<file path="config.mk">
export PLATFORM = sky130hd
export DESIGN_NAME = selective_repeat_arq_endpoint_core_flat
export DESIGN_NICKNAME = d
export VERILOG_FILES = /design/src/rtl/sra_pkg.sv /design/src/rtl/sra_in_if.sv /design/src/rtl/sra_out_if.sv /design/src/rtl/sra_range_unit.sv /design/src/rtl/selective_repeat_arq_endpoint_core.sv /design/src/flat_wrapper.sv
export SDC_FILE = /design/constraint.sdc
export NUM_CORES = 1
export LEC_CHECK = 0
export BUFFER_PORTS_ARGS = -buffer_cell sky130_fd_sc_hd__buf_2
export CAP_MARGIN = 20
export CORE_MARGIN = 1
export CORE_UTILIZATION = 37
export DETAILED_ROUTE_END_ITERATION = 6
export GPL_ROUTABILITY_DRIVEN = 0
export MAX_ROUTING_LAYER = met4
export PLACE_DENSITY = 0.56
export SLEW_MARGIN = 20
export SYNTH_ARGS = -nofsm -noshare
export SYNTH_HDL_FRONTEND = slang
export SYNTH_SLANG_ARGS = --single-unit
</file>
<file path="constraint.sdc">
create_clock -name clk -period 5.85 [get_ports clk]
set_clock_uncertainty 0.15 [all_clocks]
set_input_delay 0.2925 -clock clk [delete_from_list [all_inputs] [get_ports clk]]
set_output_delay 0.2925 -clock clk [all_outputs]
set_load 0.01 [all_outputs]
</file>
<file path="src/rtl/sra_pkg.sv">
`timescale 1ns / 1ps
package sra_pkg;

	localparam int WINDOW       = 4;
	localparam int SEQ_MAX      = 7;
	localparam int SEQ_MOD      = SEQ_MAX + 1;
	localparam int PAYLOAD_BITS = 32;
	localparam int SEQ_W        = 3;
	localparam int SLOT_W       = 2;
	localparam int BUF_W        = 3;
	localparam int CNT_W        = 4;

	typedef logic [SEQ_W-1:0]        seq_t;
	typedef logic [SLOT_W-1:0]       slot_t;
	typedef logic [PAYLOAD_BITS-1:0] payload_t;

	localparam logic [2:0] CMD_PACKET  = 3'd0;
	localparam logic [2:0] CMD_ARRIVAL = 3'd1;
	localparam logic [2:0] CMD_CKSUM   = 3'd2;
	localparam logic [2:0] CMD_RTO     = 3'd3;
	localparam logic [2:0] CMD_ATO     = 3'd4;

	localparam logic [1:0] KIND_DATA = 2'd0;
	localparam logic [1:0] KIND_ACK  = 2'd1;
	localparam logic [1:0] KIND_NAK  = 2'd2;

	localparam logic [1:0] RES_TX      = 2'd0;
	localparam logic [1:0] RES_DELIVER = 2'd1;
	localparam logic [1:0] RES_STATUS  = 2'd2;

	localparam logic [1:0] ACT_NONE  = 2'd0;
	localparam logic [1:0] ACT_START = 2'd1;
	localparam logic [1:0] ACT_STOP  = 2'd2;

	typedef struct packed {
		logic [1:0]     result_kind;
		logic [1:0]     tx_kind;
		seq_t           tx_seq;
		seq_t           tx_ack;
		payload_t       payload_out;
		logic           start_timer_valid;
		slot_t          start_timer_slot;
		logic [WINDOW-1:0] stop_timer_mask;
		logic [1:0]     ack_timer_action;
		logic           network_enable;
		logic           window_full_error;
		logic           last;
	} res_t;

	function automatic seq_t seq_next(input seq_t x);
		seq_t r;
		if (x >= SEQ_W'(SEQ_MAX)) begin
			r = '0;
		end else begin
			r = x + 1'b1;
		end
		return r;
	endfunction

endpackage

</file>
<file path="src/rtl/sra_in_if.sv">
`timescale 1ns / 1ps
interface sra_in_if;
	logic                 valid;
	logic                 ready;
	logic [2:0]           command;
	sra_pkg::payload_t    packet_in;
	logic [1:0]           rx_kind;
	sra_pkg::seq_t        rx_seq;
	sra_pkg::seq_t        rx_ack;
	sra_pkg::payload_t    rx_payload;
	sra_pkg::seq_t        timeout_seq;

	modport source (output valid, command, packet_in, rx_kind, rx_seq, rx_ack, rx_payload,
		timeout_seq, input ready);
	modport sink (input valid, command, packet_in, rx_kind, rx_seq, rx_ack, rx_payload,
		timeout_seq, output ready);
endinterface

</file>
<file path="src/rtl/sra_out_if.sv">
`timescale 1ns / 1ps
interface sra_out_if;
	logic              valid;
	logic              ready;
	logic [1:0]        result_kind;
	logic [1:0]        tx_kind;
	sra_pkg::seq_t     tx_seq;
	sra_pkg::seq_t     tx_ack;
	sra_pkg::payload_t payload_out;
	logic              start_timer_valid;
	sra_pkg::slot_t    start_timer_slot;
	logic [3:0]        stop_timer_mask;
	logic [1:0]        ack_timer_action;
	logic              network_enable;
	logic              window_full_error;
	logic              last;

	modport source (output valid, result_kind, tx_kind, tx_seq, tx_ack, payload_out,
		start_timer_valid, start_timer_slot, stop_timer_mask, ack_timer_action,
		network_enable, window_full_error, last, input ready);
	modport sink (input valid, result_kind, tx_kind, tx_seq, tx_ack, payload_out,
		start_timer_valid, start_timer_slot, stop_timer_mask, ack_timer_action,
		network_enable, window_full_error, last, output ready);
endinterface

</file>
<file path="src/rtl/sra_range_unit.sv">
`timescale 1ns / 1ps
module sra_range_unit (
	input  sra_pkg::seq_t lo,
	input  sra_pkg::seq_t val,
	input  sra_pkg::seq_t hi,
	output logic          hit
);
	import sra_pkg::*;

	// circular test lo <= val < hi over the sequence space
	assign hit = ((lo <= val) && (val < hi)) || ((hi < lo) && (lo <= val)) ||
		((val < hi) && (hi < lo));
endmodule

</file>
<file path="src/rtl/selective_repeat_arq_endpoint_core.sv">
`timescale 1ns / 1ps
// Channel  Dir  Handshake      Content
// req      in   valid/ready    one event: command, packet, arrived frame, timeout seq
// res      out  valid/ready    transmitted frames, deliveries, then one status item
//
// One event runs a dispatch step, a store step for an arrived data frame, a walk over the
// delivered packets (at most a window) and one over the acked frames (bounded by the
// sequence space), each walk ending in an exit step and done by the sequencer through
// one shared window-range comparator; each result item waits for its output register.
// req.ready is high only between events. res holds while res.ready is low.
// arst_n clears window edges (the receive upper edge is set to WINDOW), counters, arrival map and the output register.
module selective_repeat_arq_endpoint_core (
	input  logic        clk,
	input  logic        arst_n,
	sra_in_if.sink      req,
	sra_out_if.source   res
);
	import sra_pkg::*;

	typedef enum logic [5:0] {
		S_IDLE    = 6'b000001,
		S_EXEC    = 6'b000010,
		S_STORE   = 6'b000100,
		S_DELIVER = 6'b001000,
		S_ACKW    = 6'b010000,
		S_STATUS  = 6'b100000
	} state_t;

	state_t state_q;

	seq_t sle_q, snext_q, rle_q, rue_q;
	logic [BUF_W-1:0] biu_q;
	logic nak_q;
	logic [WINDOW-1:0] map_q;
	logic [WINDOW-1:0] stop_q;
	logic [1:0] act_q;
	logic err_q;
	logic [CNT_W-1:0] cnt_q;
	logic ov_q;
	res_t res_q;

	logic [2:0] cmd_q;
	payload_t pkt_q, rpay_q;
	logic [1:0] kind_q;
	seq_t seq_q, rack_q, tseq_q;

	payload_t obuf [WINDOW];
	payload_t ibuf [WINDOW];

	seq_t r_lo, r_val, r_hi;
	logic hit;
	seq_t target;
	logic full, nak_cond, deliver_go, walk_go, can_emit, need_emit, step, emit_en;
	logic req_fire, obuf_we, ibuf_we;
	seq_t obuf_rseq;
	res_t er;

	sra_range_unit u_range (.lo(r_lo), .val(r_val), .hi(r_hi), .hit(hit));

	assign target     = seq_next(rack_q);
	assign full       = biu_q >= BUF_W'(WINDOW);
	assign nak_cond   = (seq_q != rle_q) && nak_q;
	assign deliver_go = (cnt_q < CNT_W'(WINDOW)) && map_q[rle_q[SLOT_W-1:0]];
	assign walk_go    = (cnt_q < CNT_W'(SEQ_MOD)) && hit;
	assign can_emit   = !ov_q || res.ready;
	assign req.ready  = (state_q == S_IDLE);
	assign req_fire   = req.valid && req.ready;
	assign obuf_rseq  = (cmd_q == CMD_RTO) ? tseq_q : target;

	always_comb begin
		case (state_q)
			S_EXEC: begin
				r_lo = sle_q; r_val = target; r_hi = snext_q;
			end
			S_STORE: begin
				r_lo = rle_q; r_val = seq_q; r_hi = rue_q;
			end
			default: begin
				r_lo = sle_q; r_val = rack_q; r_hi = snext_q;
			end
		endcase
	end

	always_comb begin
		need_emit = 1'b0;
		er = '0;
		case (state_q)
			S_EXEC: begin
				er.result_kind = RES_TX;
				er.tx_ack = SEQ_W'(rle_q + SEQ_W'(SEQ_MAX));
				case (cmd_q)
					CMD_PACKET: begin
						if (!full) begin
							need_emit = 1'b1;
							er.tx_kind = KIND_DATA;
							er.tx_seq = snext_q;
							er.payload_out = pkt_q;
							er.start_timer_valid = 1'b1;
							er.start_timer_slot = snext_q[SLOT_W-1:0];
						end
					end
					CMD_ARRIVAL: begin
						if (kind_q == KIND_DATA && nak_cond) begin
							need_emit = 1'b1;
							er.tx_kind = KIND_NAK;
						end else if (kind_q == KIND_NAK && hit) begin
							need_emit = 1'b1;
							er.tx_kind = KIND_DATA;
							er.tx_seq = obuf_rseq;
							er.payload_out = obuf[obuf_rseq[SLOT_W-1:0]];
							er.start_timer_valid = 1'b1;
							er.start_timer_slot = obuf_rseq[SLOT_W-1:0];
						end
					end
					CMD_CKSUM: begin
						if (nak_q) begin
							need_emit = 1'b1;
							er.tx_kind = KIND_NAK;
						end
					end
					CMD_RTO: begin
						need_emit = 1'b1;
						er.tx_kind = KIND_DATA;
						er.tx_seq = obuf_rseq;
						er.payload_out = obuf[obuf_rseq[SLOT_W-1:0]];
						er.start_timer_valid = 1'b1;
						er.start_timer_slot = obuf_rseq[SLOT_W-1:0];
					end
					CMD_ATO: begin
						need_emit = 1'b1;
						er.tx_kind = KIND_ACK;
					end
					default: begin
						need_emit = 1'b0;
					end
				endcase
			end
			S_DELIVER: begin
				if (deliver_go) begin
					need_emit = 1'b1;
					er.result_kind = RES_DELIVER;
					er.payload_out = ibuf[rle_q[SLOT_W-1:0]];
				end
			end
			S_STATUS: begin
				need_emit = 1'b1;
				er.result_kind = RES_STATUS;
				er.stop_timer_mask = stop_q;
				er.ack_timer_action = act_q;
				er.network_enable = !full;
				er.window_full_error = err_q;
				er.last = 1'b1;
			end
			default: begin
				need_emit = 1'b0;
			end
		endcase
	end

	assign step    = !need_emit || can_emit;
	assign emit_en = need_emit && can_emit;
	assign obuf_we = (state_q == S_EXEC) && (cmd_q == CMD_PACKET) && !full && step;
	assign ibuf_we = (state_q == S_STORE) && hit && !map_q[seq_q[SLOT_W-1:0]];

	always_ff @(posedge clk) begin
		if (req_fire) begin
			cmd_q  <= req.command;
			pkt_q  <= req.packet_in;
			kind_q <= req.rx_kind;
			seq_q  <= req.rx_seq;
			rack_q <= req.rx_ack;
			rpay_q <= req.rx_payload;
			tseq_q <= req.timeout_seq;
		end
		if (obuf_we) begin
			obuf[snext_q[SLOT_W-1:0]] <= pkt_q;
		end
		if (ibuf_we) begin
			ibuf[seq_q[SLOT_W-1:0]] <= rpay_q;
		end
	end

	always_ff @(posedge clk or negedge arst_n) begin
		if (!arst_n) begin
			state_q <= S_IDLE;
			sle_q   <= '0;
			snext_q <= '0;
			rle_q   <= '0;
			rue_q   <= SEQ_W'(WINDOW % SEQ_MOD);
			biu_q   <= '0;
			nak_q   <= 1'b1;
			map_q   <= '0;
			stop_q  <= '0;
			act_q   <= ACT_NONE;
			err_q   <= 1'b0;
			cnt_q   <= '0;
			ov_q    <= 1'b0;
			res_q   <= '0;
		end else begin
			if (emit_en) begin
				ov_q  <= 1'b1;
				res_q <= er;
			end else if (res.ready) begin
				ov_q <= 1'b0;
			end
			case (state_q)
				S_IDLE: begin
					if (req_fire) begin
						act_q   <= ACT_NONE;
						stop_q  <= '0;
						err_q   <= 1'b0;
						state_q <= S_EXEC;
					end
				end
				S_EXEC: begin
					if (step) begin
						cnt_q   <= '0;
						state_q <= S_STATUS;
						case (cmd_q)
							CMD_PACKET: begin
								if (full) begin
									err_q <= 1'b1;
								end else begin
									biu_q   <= biu_q + 1'b1;
									snext_q <= seq_next(snext_q);
									act_q   <= ACT_STOP;
								end
							end
							CMD_ARRIVAL: begin
								if (kind_q == KIND_DATA) begin
									state_q <= S_STORE;
									if (nak_cond) begin
										nak_q <= 1'b0;
										act_q <= ACT_STOP;
									end else begin
										act_q <= ACT_START;
									end
								end else begin
									state_q <= S_ACKW;
									if (kind_q == KIND_NAK && hit) begin
										act_q <= ACT_STOP;
									end
								end
							end
							CMD_CKSUM: begin
								if (nak_q) begin
									nak_q <= 1'b0;
									act_q <= ACT_STOP;
								end
							end
							CMD_RTO, CMD_ATO: begin
								act_q <= ACT_STOP;
							end
							default: begin
								act_q <= ACT_NONE;
							end
						endcase
					end
				end
				S_STORE: begin
					cnt_q <= '0;
					if (ibuf_we) begin
						map_q[seq_q[SLOT_W-1:0]] <= 1'b1;
						state_q <= S_DELIVER;
					end else begin
						state_q <= S_ACKW;
					end
				end
				S_DELIVER: begin
					if (!deliver_go) begin
						cnt_q   <= '0;
						state_q <= S_ACKW;
					end else if (step) begin
						// hand over in-order packet, slide receive window
						map_q[rle_q[SLOT_W-1:0]] <= 1'b0;
						rle_q <= seq_next(rle_q);
						rue_q <= seq_next(rue_q);
						nak_q <= 1'b1;
						act_q <= ACT_START;
						cnt_q <= cnt_q + 1'b1;
					end
				end
				S_ACKW: begin
					if (walk_go) begin
						if (biu_q != '0) begin
							biu_q <= biu_q - 1'b1;
						end
						stop_q[sle_q[SLOT_W-1:0]] <= 1'b1;
						sle_q <= seq_next(sle_q);
						cnt_q <= cnt_q + 1'b1;
					end else begin
						state_q <= S_STATUS;
					end
				end
				S_STATUS: begin
					if (step) begin
						state_q <= S_IDLE;
					end
				end
				default: begin
					state_q <= S_IDLE;
				end
			endcase
		end
	end

	assign res.valid             = ov_q;
	assign res.result_kind       = res_q.result_kind;
	assign res.tx_kind           = res_q.tx_kind;
	assign res.tx_seq            = res_q.tx_seq;
	assign res.tx_ack            = res_q.tx_ack;
	assign res.payload_out       = res_q.payload_out;
	assign res.start_timer_valid = res_q.start_timer_valid;
	assign res.start_timer_slot  = res_q.start_timer_slot;
	assign res.stop_timer_mask   = res_q.stop_timer_mask;
	assign res.ack_timer_action  = res_q.ack_timer_action;
	assign res.network_enable    = res_q.network_enable;
	assign res.window_full_error = res_q.window_full_error;
	assign res.last              = res_q.last;
endmodule
</file>
<file path="src/flat_wrapper.sv">
// flat-port wrapper written by rule: the top's interface ports become plain ports
module selective_repeat_arq_endpoint_core_flat import sra_pkg::*;
  (clk, arst_n, req_valid, req_command, req_packet_in, req_rx_kind, req_rx_seq, req_rx_ack, req_rx_payload, req_timeout_seq, req_ready, res_valid, res_result_kind, res_tx_kind, res_tx_seq, res_tx_ack, res_payload_out, res_start_timer_valid, res_start_timer_slot, res_stop_timer_mask, res_ack_timer_action, res_network_enable, res_window_full_error, res_last, res_ready);
  sra_in_if req_i ();
  sra_out_if res_i ();
  input  logic clk;
  input  logic arst_n;
  input wire logic [$bits(req_i.valid)-1:0] req_valid;
  input wire logic [$bits(req_i.command)-1:0] req_command;
  input wire logic [$bits(req_i.packet_in)-1:0] req_packet_in;
  input wire logic [$bits(req_i.rx_kind)-1:0] req_rx_kind;
  input wire logic [$bits(req_i.rx_seq)-1:0] req_rx_seq;
  input wire logic [$bits(req_i.rx_ack)-1:0] req_rx_ack;
  input wire logic [$bits(req_i.rx_payload)-1:0] req_rx_payload;
  input wire logic [$bits(req_i.timeout_seq)-1:0] req_timeout_seq;
  output wire logic [$bits(req_i.ready)-1:0] req_ready;
  output wire logic [$bits(res_i.valid)-1:0] res_valid;
  output wire logic [$bits(res_i.result_kind)-1:0] res_result_kind;
  output wire logic [$bits(res_i.tx_kind)-1:0] res_tx_kind;
  output wire logic [$bits(res_i.tx_seq)-1:0] res_tx_seq;
  output wire logic [$bits(res_i.tx_ack)-1:0] res_tx_ack;
  output wire logic [$bits(res_i.payload_out)-1:0] res_payload_out;
  output wire logic [$bits(res_i.start_timer_valid)-1:0] res_start_timer_valid;
  output wire logic [$bits(res_i.start_timer_slot)-1:0] res_start_timer_slot;
  output wire logic [$bits(res_i.stop_timer_mask)-1:0] res_stop_timer_mask;
  output wire logic [$bits(res_i.ack_timer_action)-1:0] res_ack_timer_action;
  output wire logic [$bits(res_i.network_enable)-1:0] res_network_enable;
  output wire logic [$bits(res_i.window_full_error)-1:0] res_window_full_error;
  output wire logic [$bits(res_i.last)-1:0] res_last;
  input wire logic [$bits(res_i.ready)-1:0] res_ready;
  assign req_i.valid = req_valid;
  assign req_i.command = req_command;
  assign req_i.packet_in = req_packet_in;
  assign req_i.rx_kind = req_rx_kind;
  assign req_i.rx_seq = req_rx_seq;
  assign req_i.rx_ack = req_rx_ack;
  assign req_i.rx_payload = req_rx_payload;
  assign req_i.timeout_seq = req_timeout_seq;
  assign req_ready = req_i.ready;
  assign res_valid = res_i.valid;
  assign res_result_kind = res_i.result_kind;
  assign res_tx_kind = res_i.tx_kind;
  assign res_tx_seq = res_i.tx_seq;
  assign res_tx_ack = res_i.tx_ack;
  assign res_payload_out = res_i.payload_out;
  assign res_start_timer_valid = res_i.start_timer_valid;
  assign res_start_timer_slot = res_i.start_timer_slot;
  assign res_stop_timer_mask = res_i.stop_timer_mask;
  assign res_ack_timer_action = res_i.ack_timer_action;
  assign res_network_enable = res_i.network_enable;
  assign res_window_full_error = res_i.window_full_error;
  assign res_last = res_i.last;
  assign res_i.ready = res_ready;
  selective_repeat_arq_endpoint_core u_core (.clk(clk), .arst_n(arst_n), .req(req_i), .res(res_i));
endmodule
</file>
==> run metrics <==
status=finished clean; Leak=7.65 nW; GR Overflow Total=0; Worst setup SP type=flop; hold crit path type=in -> async; syn_nets=between 1k and 1.5k; CP peak stage delay=0.60 ns; area of the core=around 45,000 um2; Initial Util=between 30% and 40%; maximum clock insertion buffer count=3; share of cells above drive strength 1=between 20% and 30%; final count of hold timing violations=0; CTS resizes=0; sequential share of power=slightly below 50%; synthesis warning total=0; worst slew pin tran=between 0.9 and 1 ns; Reg2Reg Setup Slack=around 0.8 ns; nets=roughly 1.3k; Clock transition at path regs=~0.06 ns; DP HPWL=24,900 um; Critical R2R Launch=u_core.state_q[4]; # fillers=3,923; Chip Width=216 um; Antenna Cells=0; pre-CTS WS=roughly 0.86 ns; internal power=0.00595 W; Final ANT Viol Nets=0; Main synth FF type=edfxtp_1; H-tree levels=2; I/O Buffers=between 100 and 150; pins over their slew limit=0; DR vias/cell=between 5 and 6; first-pass GRT wire length=between 50,000 and 60,000 um; residual DRC count=0; Mapped Cells=~1,000; CTS tree=yes; initial DRC count=~650; synthesized area per cell=roughly 17 um2; die area=around 47,000 um2; worst setup margin=0.814 ns; CP Class=reg -> reg; WL per Instance=21.1 um; Final period util=between 80% and 90%; reg-to-reg endpoint=u_core.ibuf[3][30]; slowest stage cell, crit path=or4_1; detailed-route via count=9,390; EDFF count, synth=334; critical path, cell by cell=or4_1 -> nor2_1 -> nand2_1 -> nand2_1 -> inv_1 -> ha_1 -> nand2_1 -> a31oi_1 -> a22o_1 -> nor4_1 -> a21oi_1 -> or3_1 -> nor3_2 -> buf_4; CP most frequent cell=nand2_1; iteration count of the initial detailed-routing pass=5; worst r2r path cells=14; # IOs=roughly 140; Max rail drop VDD=roughly 0.00025 V; asr flop ratio synth=roughly a fifth; #FFs+latches synth=about 420; CP max FO=33; final setup vio count=0; switching pwr=around 0.0021 W; initial antenna violation count=0; Setup crit end kind=flop; register area share after synthesis=between 70% and 80%; clock network fraction of total power=a little over a third; power share of the combinational group=15.3%; pin count of the biggest net entering global routing=between 50 and 60; # rows=78; CTS Buf Count=45; GRT Total Usage=between 15 and 20%; Worst slew margin=35.4%; Net Sw Frac=26.3%; Area Overhead vs Synth=22.4%; fin util=45.9%; Worst Path Arrival=5.08 ns; CTS Sinks=around 420; vias in the first global route=9,874; Die Y=roughly 220 um; clk_lat worst skew=~0.57 ns; Netlist Area Pre-Place=17,000 um2; RSZ-0062 raised after global routing=no; Design Power=around 0.0081 W; Routed WL=39,100 um; pwr/cell area=~390 nW/um2; fmax=a little under 0.2 GHz; min Tclk post-route=just over 5 ns; worst endpoint required time=~5.9 ns; count of cell types in the netlist=70; postcts setup bufs=0; Root Buffer=clkbuf_16; max_cap viols=0
-- metrics by stage --
| step | hold slack (ns) | cells | TNS (ns) | instance area [um2] |
|---|---|---|---|---|
| finish | 0.0821 | 1849 | 0 | 20800 |
| global route | 0.124 | 1849 | 0 | 20800 |
| CTS | 0.0693 | 1849 | 0 | 20800 |
| detailed placement | 0.128 | 1686 | 0 | 18500 |
| global placement | 0.124 | 1686 | 0 | 18500 |
| floorplan | -0.153 | 973 | -36.19 | 17000 |
-- timing repair --
item / CTS / global route
hold endpoints to repair: 113 / 0
hold buffers: 80 / 0
endpoints found under the setup margin: 0 / 0
-- routing by layer --
metal / GRT usage [%] / part of all wire, % / wire [um]
met4: 4.15 / 1.5 / 567
met2: 28.5 / 50 / 19400
met3: 3.02 / 4.2 / 1630
met5: - / 0 / 0
met1: 23.1 / 45 / 17500
-- logic make-up (layout without fill, tap and decap cells) --
family,after synthesis,after routing,synth area share [%]
compound gates,157,157,6.61
buf+inv,103,379,2.36
simple gates,133,133,4.32
fa+ha+maj,28,28,2.09
mux,118,118,11.9
flops,424,424,72.2
xor+xnor,10,10,0.515
-- final cells by class --
class	count	area, um2	share of cell area [%]
clock buffers	67	1280	6.14
flip-flops and latches	424	12300	59.0
repair buffers	239	1650	7.94
multi-input cells	446	4410	21.2
inverters	57	214	1.03
well taps	600	751	3.60
clock inverters	16	238	1.14
-- critical path: cells and delay by family, from the launching register on --
| kind | cells | cell delay [ns] |
|---|---|---|
| simple gates | 8 | 2.58 |
| compound gates | 3 | 0.57 |
| buf+inv | 2 | 0.51 |
| flops | 1 | 0.47 |
| fa+ha+maj | 1 | 0.29 |
-- layout by cell type, fill, tap and decap left out, drive strengths merged, types with 3 or more instances in the layout --
master         n
a21oi         46
dfrtp         87
or4            3
nor3          10
o21ai         24
xnor2          8
o32a           3
edfxtp       334
nand3b         5
mux4          66
or2            7
o31ai          4
a21o           6
buf          159
dlygate4sd3   80
clkinv        11
bufinv         5
mux2          15
ha            26
mux2i         37
or3            4
a2bb2oi        5
nor4           9
nand2         20
and3           7
inv           57
clkbuf        67
nor2          32
nand3          7
and2           6
nor2b          5
nand4b         4
nand2b         5
a31oi          9
a22o          41
dfstp          3
o41ai          3
-- registers in the layout (all words and copies together) (netlist names), 4 cells and up --
name / count
u_core.res.stop_timer_mask: 4
u_core.stop_q: 4
u_core.cnt_q: 4
u_core.map_q: 4
u_core.state_q: 6
u_core.pkt_q: 32
u_core.rpay_q: 32
u_core.ibuf: 128
u_core.obuf: 128
u_core.res.payload_out: 32
-- synthesized netlist by cell type (all sizes together) (4+ instances only) --
| master | count | area share, % |
|---|---|---|
| nand3 | 7 | 0.21 |
| o21ai | 24 | 0.73 |
| or2 | 7 | 0.26 |
| nand2 | 20 | 0.44 |
| and2 | 6 | 0.22 |
| or3 | 4 | 0.18 |
| clkbuf | 35 | 0.77 |
| a2bb2oi | 5 | 0.26 |
| nor4 | 9 | 0.33 |
| a22o | 41 | 2.1 |
| mux2 | 15 | 1.0 |
| a21oi | 46 | 1.4 |
| nand4b | 4 | 0.21 |
| edfxtp | 334 | 59 |
| o31ai | 4 | 0.26 |
| nor3 | 10 | 0.29 |
| a31oi | 9 | 0.42 |
| nor2 | 32 | 0.71 |
| a21o | 6 | 0.26 |
| ha | 26 | 1.9 |
| and3 | 7 | 0.29 |
| nand2b | 5 | 0.18 |
| xnor2 | 8 | 0.41 |
| mux2i | 37 | 2.2 |
| inv | 57 | 1.3 |
| nor2b | 5 | 0.18 |
| nand3b | 5 | 0.22 |
| buf | 11 | 0.33 |
| dfrtp | 87 | 13 |
| mux4 | 66 | 8.7 |
-- power by group through the flow --
stage,Sequential [W],Combinational [W],Clock (W)
2_1_floorplan,0.00393,0.000778,0
3_3_place_gp,0.00399,0.00120,0
3_5_place_dp,0.00400,0.00121,0
4_1_cts,0.00395,0.00126,0.00297
5_1_grt,0.00398,0.00136,0.00309
6_report,0.00394,0.00123,0.00289
-- worst max path at each step --
stage,from,end,slack (ns),depth (start not counted)
3_5_place_dp,u_core.state_q[4],u_core.obuf[2][18],0.86,12
6_report,u_core.state_q[4],u_core.ibuf[3][30],0.81,14
3_3_place_gp,u_core.state_q[4],u_core.obuf[3][13],1.04,12
4_1_cts,u_core.state_q[4],u_core.obuf[2][10],0.82,12
2_1_floorplan,u_core.state_q[4],u_core.ibuf[2][0],-0.28,15
5_1_grt,u_core.state_q[4],u_core.obuf[2][10],0.42,12
Note: power is estimated with default switching activity, not from simulation.
